File: config.mk
export PLATFORM = sky130hd
export DESIGN_NAME = syn_probe_header_builder
export DESIGN_NICKNAME = d
export VERILOG_FILES = /design/src/shp_pkg.sv /design/src/shp_csum_pipe.sv /design/src/shp_serializer.sv /design/src/syn_probe_header_builder.sv
export SDC_FILE = /design/constraint.sdc
export NUM_CORES = 1
export LEC_CHECK = 0
export BUFFER_PORTS_ARGS = -buffer_cell sky130_fd_sc_hd__buf_4
export CAP_MARGIN = 20
export CORE_ASPECT_RATIO = 1.1
export CORE_MARGIN = 2
export CORE_UTILIZATION = 47
export CTS_CLUSTER_DIAMETER = 120
export CTS_CLUSTER_SIZE = 12
export DETAILED_ROUTE_END_ITERATION = 7
export GPL_TIMING_DRIVEN = 1
export PLACE_DENSITY = 0.63
export SLEW_MARGIN = 20
export SYNTH_ARGS = -nofsm -noshare
export SYNTH_HDL_FRONTEND = slang
export SYNTH_SLANG_ARGS = --single-unit
File: constraint.sdc
create_clock -name clk -period 7.7 [get_ports clk]
set_input_delay 0.77 -clock clk [delete_from_list [all_inputs] [get_ports clk]]
set_output_delay 0.77 -clock clk [all_outputs]
set_load 0.1 [all_outputs]
File: src/shp_pkg.sv
package shp_pkg;

	localparam int unsigned HdrBytes = 40;
	localparam int unsigned CntW = $clog2(HdrBytes);
	localparam logic [CntW-1:0] LastIdx = CntW'(HdrBytes - 1);

	// fixed header words folded into the sums
	localparam logic [15:0] IpFixed  = 16'h452E;  // 0x4500 + length 0x0028 + protocol 6
	localparam logic [15:0] TcpFixed = 16'h501C;  // 0x0006 + 0x0014 + offset and syn 0x5002
	localparam logic [7:0]  ProtoTcp = 8'h06;

	localparam int unsigned IndexW = 2;
	localparam int unsigned CfgDataW = 32;

	typedef enum logic [IndexW-1:0] {
		REG_SRC_ADDR = 2'd0,
		REG_DST_ADDR = 2'd1,
		REG_SRC_PORT = 2'd2,
		REG_DST_PORT = 2'd3
	} reg_idx_t;

	typedef struct packed {
		logic [31:0] source_address;
		logic [31:0] target_address;
		logic [15:0] source_port;
		logic [15:0] target_port;
	} cfg_t;

	typedef struct packed {
		logic [7:0]  hop_limit;
		logic [15:0] probe_ident;
		logic [15:0] ip_csum;
		logic [15:0] tcp_csum;
	} hdr_t;

	// header byte k in wire order
	function automatic logic [7:0] hdr_byte(input logic [CntW-1:0] k, input hdr_t h,
	                                        input cfg_t c);
		logic [7:0] b;
		b = 8'h00;
		case (k)
			6'd0:  b = 8'h45;
			6'd3:  b = 8'h28;
			6'd4:  b = h.probe_ident[15:8];
			6'd5:  b = h.probe_ident[7:0];
			6'd8:  b = h.hop_limit;
			6'd9:  b = ProtoTcp;
			6'd10: b = h.ip_csum[15:8];
			6'd11: b = h.ip_csum[7:0];
			6'd12: b = c.source_address[31:24];
			6'd13: b = c.source_address[23:16];
			6'd14: b = c.source_address[15:8];
			6'd15: b = c.source_address[7:0];
			6'd16: b = c.target_address[31:24];
			6'd17: b = c.target_address[23:16];
			6'd18: b = c.target_address[15:8];
			6'd19: b = c.target_address[7:0];
			6'd20: b = c.source_port[15:8];
			6'd21: b = c.source_port[7:0];
			6'd22: b = c.target_port[15:8];
			6'd23: b = c.target_port[7:0];
			6'd32: b = 8'h50;
			6'd33: b = 8'h02;
			6'd36: b = h.tcp_csum[15:8];
			6'd37: b = h.tcp_csum[7:0];
			default: b = 8'h00;
		endcase
		return b;
	endfunction

endpackage

File: src/shp_csum_pipe.sv
module shp_csum_pipe (
	input  logic          clk,
	input  logic          arst_n,
	input  logic          in_valid,
	output logic          in_ready,
	input  logic [7:0]    in_hop,
	input  logic [15:0]   in_ident,
	input  shp_pkg::cfg_t cfg,
	output logic          out_valid,
	input  logic          out_ready,
	output shp_pkg::hdr_t out_hdr
);
	import shp_pkg::*;

	logic        v_s1, v_s2, v_s3, v_s4;
	logic        rdy1, rdy2, rdy3, rdy4;
	logic [7:0]  hop_s1, hop_s2, hop_s3, hop_s4;
	logic [15:0] id_s1, id_s2, id_s3, id_s4;
	logic [17:0] ipa_s1, addr_s1, tcpa_s1;
	logic [18:0] ips_s2, tcps_s2;
	logic [16:0] ipf_s3, tcpf_s3;
	logic [15:0] ipc_s4, tcpc_s4;
	logic [16:0] ipf2, tcpf2;

	// stall chain: a stage moves when it is empty or its successor moves
	assign rdy4 = !v_s4 || out_ready;
	assign rdy3 = !v_s3 || rdy4;
	assign rdy2 = !v_s2 || rdy3;
	assign rdy1 = !v_s1 || rdy2;
	assign in_ready = rdy1;

	// valid bits
	always_ff @(posedge clk or negedge arst_n) begin
		if (!arst_n) begin
			v_s1 <= 1'b0;
			v_s2 <= 1'b0;
			v_s3 <= 1'b0;
			v_s4 <= 1'b0;
		end else begin
			if (rdy1) v_s1 <= in_valid;
			if (rdy2) v_s2 <= v_s1;
			if (rdy3) v_s3 <= v_s2;
			if (rdy4) v_s4 <= v_s3;
		end
	end

	// stage 1: partial word sums
	always_ff @(posedge clk) begin
		if (rdy1) begin
			hop_s1  <= in_hop;
			id_s1   <= in_ident;
			ipa_s1  <= 18'(IpFixed) + 18'(in_ident) + 18'({in_hop, 8'h00});
			addr_s1 <= 18'(cfg.source_address[31:16]) + 18'(cfg.source_address[15:0])
			         + 18'(cfg.target_address[31:16]) + 18'(cfg.target_address[15:0]);
			tcpa_s1 <= 18'(TcpFixed) + 18'(cfg.source_port) + 18'(cfg.target_port);
		end
	end

	// stage 2: full sums
	always_ff @(posedge clk) begin
		if (rdy2) begin
			hop_s2  <= hop_s1;
			id_s2   <= id_s1;
			ips_s2  <= 19'(ipa_s1) + 19'(addr_s1);
			tcps_s2 <= 19'(tcpa_s1) + 19'(addr_s1);
		end
	end

	// stage 3: first end-around carry fold
	always_ff @(posedge clk) begin
		if (rdy3) begin
			hop_s3  <= hop_s2;
			id_s3   <= id_s2;
			ipf_s3  <= 17'(ips_s2[15:0]) + 17'(ips_s2[18:16]);
			tcpf_s3 <= 17'(tcps_s2[15:0]) + 17'(tcps_s2[18:16]);
		end
	end

	// stage 4: last fold and complement
	assign ipf2  = 17'(ipf_s3[15:0]) + 17'(ipf_s3[16]);
	assign tcpf2 = 17'(tcpf_s3[15:0]) + 17'(tcpf_s3[16]);

	always_ff @(posedge clk) begin
		if (rdy4) begin
			hop_s4  <= hop_s3;
			id_s4   <= id_s3;
			ipc_s4  <= ~ipf2[15:0];
			tcpc_s4 <= ~tcpf2[15:0];
		end
	end

	assign out_valid           = v_s4;
	assign out_hdr.hop_limit   = hop_s4;
	assign out_hdr.probe_ident = id_s4;
	assign out_hdr.ip_csum     = ipc_s4;
	assign out_hdr.tcp_csum    = tcpc_s4;

endmodule

File: src/shp_serializer.sv
module shp_serializer (
	input  logic          clk,
	input  logic          arst_n,
	input  logic          in_valid,
	output logic          in_ready,
	input  shp_pkg::hdr_t in_hdr,
	input  shp_pkg::cfg_t cfg,
	output logic          out_valid,
	input  logic          out_ready,
	output logic [7:0]    out_byte,
	output logic          out_last
);
	import shp_pkg::*;

	hdr_t            hdr_q;
	logic [CntW-1:0] cnt_q;
	logic            busy_q;
	logic            is_last;
	logic            out_xfer;

	assign is_last  = (cnt_q == LastIdx);
	assign out_xfer = busy_q && out_ready;
	assign in_ready = !busy_q || (out_xfer && is_last);

	// byte counter and frame state
	always_ff @(posedge clk or negedge arst_n) begin
		if (!arst_n) begin
			busy_q <= 1'b0;
			cnt_q  <= '0;
		end else if (in_valid && in_ready) begin
			busy_q <= 1'b1;
			cnt_q  <= '0;
		end else if (out_xfer) begin
			if (is_last) begin
				busy_q <= 1'b0;
			end else begin
				cnt_q <= cnt_q + CntW'(1);
			end
		end
	end

	// held header fields
	always_ff @(posedge clk) begin
		if (in_valid && in_ready) begin
			hdr_q <= in_hdr;
		end
	end

	assign out_valid = busy_q;
	assign out_byte  = hdr_byte(cnt_q, hdr_q, cfg);
	assign out_last  = is_last;

endmodule

File: src/syn_probe_header_builder.sv
// syn probe header builder
// input stream: one probe request per transaction, s_axis_tdata carries the
// hop limit and the identification value; each request yields a 40-byte
// ipv4 + tcp syn header on the byte-wide output stream, wire order, with
// m_axis_tlast on the fortieth byte.
// configuration: cfg_we / cfg_index / cfg_data write source address (0),
// target address (1), source port (2) and target port (3); write only while
// no request is in flight.
// path: a taken request passes the four checksum stages and the frame
// register before its first header byte is valid, then one byte per cycle
// while the receiver takes them.
// queueing: the byte-wide output sets the request rate; up to five
// requests queue in the checksum stages and the frame register, and the next
// frame follows the last byte with no gap.
// reset: all stages empty, addresses and source port 0, target port 80.
// stall: a low m_axis_tready holds the current byte; the stages fill and
// then s_axis_tready drops, nothing is lost or repeated.
module syn_probe_header_builder (
	input  logic                          clk,
	input  logic                          arst_n,
	input  logic                          s_axis_tvalid,
	output logic                          s_axis_tready,
	input  logic [23:0]                   s_axis_tdata,  // [7:0] hop_limit, [23:8] probe_ident
	output logic                          m_axis_tvalid,
	input  logic                          m_axis_tready,
	output logic [7:0]                    m_axis_tdata,  // [7:0] header_byte
	output logic                          m_axis_tlast,
	input  logic                          cfg_we,
	input  logic [shp_pkg::IndexW-1:0]    cfg_index,
	input  logic [shp_pkg::CfgDataW-1:0]  cfg_data
);
	import shp_pkg::*;

	cfg_t cfg_q;
	logic mid_valid;
	logic mid_ready;
	hdr_t mid_hdr;

	// configuration registers
	always_ff @(posedge clk or negedge arst_n) begin
		if (!arst_n) begin
			cfg_q.source_address <= 32'd0;
			cfg_q.target_address <= 32'd0;
			cfg_q.source_port    <= 16'd0;
			cfg_q.target_port    <= 16'd80;
		end else if (cfg_we) begin
			case (reg_idx_t'(cfg_index))
				REG_SRC_ADDR: cfg_q.source_address <= cfg_data;
				REG_DST_ADDR: cfg_q.target_address <= cfg_data;
				REG_SRC_PORT: cfg_q.source_port    <= cfg_data[15:0];
				REG_DST_PORT: cfg_q.target_port    <= cfg_data[15:0];
				default: ;
			endcase
		end
	end

	// checksum stages
	shp_csum_pipe u_csum (
		.clk       (clk),
		.arst_n    (arst_n),
		.in_valid  (s_axis_tvalid),
		.in_ready  (s_axis_tready),
		.in_hop    (s_axis_tdata[7:0]),
		.in_ident  (s_axis_tdata[23:8]),
		.cfg       (cfg_q),
		.out_valid (mid_valid),
		.out_ready (mid_ready),
		.out_hdr   (mid_hdr)
	);

	// byte output
	shp_serializer u_ser (
		.clk       (clk),
		.arst_n    (arst_n),
		.in_valid  (mid_valid),
		.in_ready  (mid_ready),
		.in_hdr    (mid_hdr),
		.cfg       (cfg_q),
		.out_valid (m_axis_tvalid),
		.out_ready (m_axis_tready),
		.out_byte  (m_axis_tdata),
		.out_last  (m_axis_tlast)
	);

endmodule

==> flow_summary.json <==
{
  "ys_types": 70,
  "clock_latency_ps": 570,
  "drt_first_iter_violations": 946,
  "p_total_mw": 8.00,
  "ys_warn_count": 0,
  "syn_area_um2": 20700,
  "max-cap-violations": 0,
  "dr.pass1.iters": 7,
  "tightestPinTransition_ps": 1200,
  "synth_compound_area_share_pct": 10.1,
  "yosysSeqAreaShare_pct": 57.9,
  "placed_area_um2": 21900,
  "gp_congestion": 0.951,
  "root_buffer": "clkbuf_16",
  "path_cells": "ha_1 -> inv_1 -> fa_1 -> nor2b_1 -> o21ai_1 -> a21boi_0 -> o21ai_0 -> a21oi_1 -> a21o_1 -> a21oi_1 -> xor2_1 -> fa_1 -> inv_1 -> ha_1 -> a21o_1 -> a21oi_1 -> o21ai_0 -> a21oi_1 -> nor2b_1 -> o21a_1 -> a211oi_1 -> xnor2_1",
  "grt_pass1_wl_mm": 83.0,
  "n_antenna_cell": 0,
  "grt_usage_pct": 25.2,
  "hp-class": "in -> async",
  "synthAdderAreaFrac_pct": 8.87,
  "cts_max_level": 2,
  "start_util_pct": 47.7,
  "synth_xor_area_share_pct": 6.66,
  "die-area_um2": 45600,
  "fp.dieW_um": 204,
  "rsz0062_at_grt": "no",
  "synthToLayoutAreaGrowth_pct": 11.8,
  "power.density_nw_per_um2": 346,
  "finalSetupTns_ps": 0,
  "core-area_um2": 43300,
  "synth_seq_cells": 416,
  "drt-total-wl_mm": 56.1,
  "fin_crit_ps": 4940,
  "hpwl_mm": 43.1,
  "layout_common_cells": "edfxtp_1, ha_1, inv_1, dfrtp_1, xnor2_1",
  "end_kind": "register",
  "critical_path.most_common_cell": "a21oi_1",
  "status": "finished, final reports clean",
  "cts_inserted_buffers": 40,
  "post_cts_resize_count": 0,
  "synthMuxAreaShare_pct": 5.27,
  "vdd_drop_max_uv": 159,
  "slew_violations": 0,
  "clk_pin_slew_ps": 70,
  "die_y_um": 224,
  "clock_path_buffers": 3,
  "final_area_um2": 23100,
  "avgSynthCellArea_um2": 13.0,
  "cp_max_fo": 7,
  "cp_slowest_cell": "fa_1",
  "total_leakage_power_nw": 8.95,
  "fmax_mhz": 203,
  "cts_hold_buf": 0,
  "via_count": 13038,
  "mostFrequentLayoutCell": "edfxtp_1",
  "wire_per_inst_um": 24.5,
  "antenna_found_initial": 0,
  "fin_skew_ps": 17.1,
  "cts_setup_buffers": 0,
  "viasPerCell": 5.69,
  "finalHoldViolations": 0,
  "final.period_utilization_pct": 64.1,
  "synth_top_family_by_area": "compound AO/OA/AOI/OAI gates",
  "cts_tree": "done",
  "required_ps": 8030,
  "syn-num-nets": 1789,
  "synth_flop_cell": "edfxtp_1",
  "io_buffer_count": 73,
  "slowest_delay_ps": 490,
  "nNetsFinal": 1891,
  "netlist_instances": 1594,
  "drc": 0,
  "worstPathArrival_ps": 5260,
  "cts.sinks": 416,
  "grt_pass1_vias": 12825,
  "synth-simple-area-share_pct": 8.73,
  "grt_max_degree": 64,
  "synth_edf_count": 309,
  "drive_gt1_share_pct": 14.6,
  "criticalPathCategory": "reg -> reg",
  "worstSetupStartpointType": "register",
  "async_flop_share_pct": 25.7,
  "setup_viol": 0,
  "rows": 80,
  "ios": 74,
  "ant_nets": 0,
  "slew_headroom_pct": 19.5,
  "gr-total-overflow": 0
}
stage by stage:
step | utilization (%) | hold slack, ps | cells | setup WS, ps
after floorplan | - | 400 | 1594 | 2150
after global placement | 50.6 | 401 | 2228 | 2860
after detailed placement | 50.6 | 405 | 2228 | 2760
after CTS | 53.3 | 286 | 2290 | 2780
after global routing | 53.3 | 337 | 2290 | 2400
final | 53.3 | 274 | 2290 | 2760
report_power, final:
| part | internal, mW | leakage, nW | switching, mW |
|---|---|---|---|
| clock network | 1.01 | 0.550 | 0.822 |
| logic | 1.21 | 4.37 | 2.03 |
| registers | 2.70 | 4.03 | 0.224 |
layer usage:
metal  vias up  wire length [um]  global-route usage (%)  share of wire (%)
li1       6083                 -                       -                  -
met1      6490             23700                    34.2                 42
met2       382             27100                    41.4                 48
met3        83              3020                    3.20                5.4
met4         0              2190                    9.75                3.9
met5         -                 0                       0                  0
final timing paths:
check	startpoint	to	slack, ps	cells past startpoint
min reg2reg	u_csum.hop_s2[6]$_DFFE_PP_	u_csum.hop_s3[6]$_DFFE_PP_	410	0
max	cfg_q[64]$_DFFE_PN0P_	u_csum.addr_s1[15]$_DFFE_PP_	2760	22
max in group asynchronous	arst_n	u_csum.v_s1$_DFFE_PN0P_	6240	2
min in group clk	s_axis_tdata[8]	u_csum.ipa_s1[0]$_DFFE_PP_	380	1
max reg2reg	cfg_q[64]$_DFFE_PN0P_	u_csum.addr_s1[15]$_DFFE_PP_	2760	22
min	arst_n	cfg_q[49]$_DFFE_PN0P_	270	1
critical path: cells and delay by family (launching register included):
kind / cells / cell delay (ps)
adder cells (fa/ha/maj): 4 / 1450
buffers and inverters: 2 / 100
AND/OR/NAND/NOR: 2 / 190
XOR/XNOR: 2 / 270
AO/OA/AOI/OAI: 12 / 2300
flip-flops: 1 / 380
cells in the mapped netlist, drive strengths merged, types with 11 or more instances:
cell	instances	area, um^2
ha	108	1350
xor2	56	490
a22oi	34	255
nand2	71	267
o21a	21	158
a21oi	76	392
nor2	87	327
xnor2	101	885
edfxtp	309	9280
nor2b	23	144
o21ai	44	224
nand4	22	138
a22o	13	114
dfrtp	105	2630
buf	11	55.1
inv	108	405
a211oi	11	82.6
nor3	22	120
mux2	94	1060
a21o	40	300
clkbuf	15	56.3
and3	27	170
nand2b	20	125
nand3	40	200
fa	24	480
cells by family (layout without fill, tap and decap cells):
| logic type | after synthesis | in the layout |
|---|---|---|
| simple gates | 354 | 354 |
| compound gates | 304 | 304 |
| mux | 97 | 97 |
| fa+ha+maj | 132 | 132 |
| xor+xnor | 157 | 157 |
| flops | 416 | 416 |
| buf+inv | 134 | 256 |
state kept, by name, indices dropped and copies added (netlist names), 17 cells and up:
register	count
cfg_q	96
u_csum.addr_s1	18
u_csum.ipa_s1	18
u_csum.ipf_s3	17
u_csum.ips_s2	19
u_csum.tcpa_s1	18
u_csum.tcpf_s3	17
u_csum.tcps_s2	19
u_ser.hdr_q	56
area by class of cell:
class | instances | area (um^2)
Tap cell | 574 | 718
Fill cell | 3707 | 20300
Clock inverter | 3 | 47.5
Timing Repair Buffer | 86 | 646
Inverter | 108 | 405
Multi-Input combinational cell | 1044 | 8220
Clock buffer | 59 | 1090
Sequential cell | 416 | 12000
Note: power is estimated with default switching activity, not from simulation.
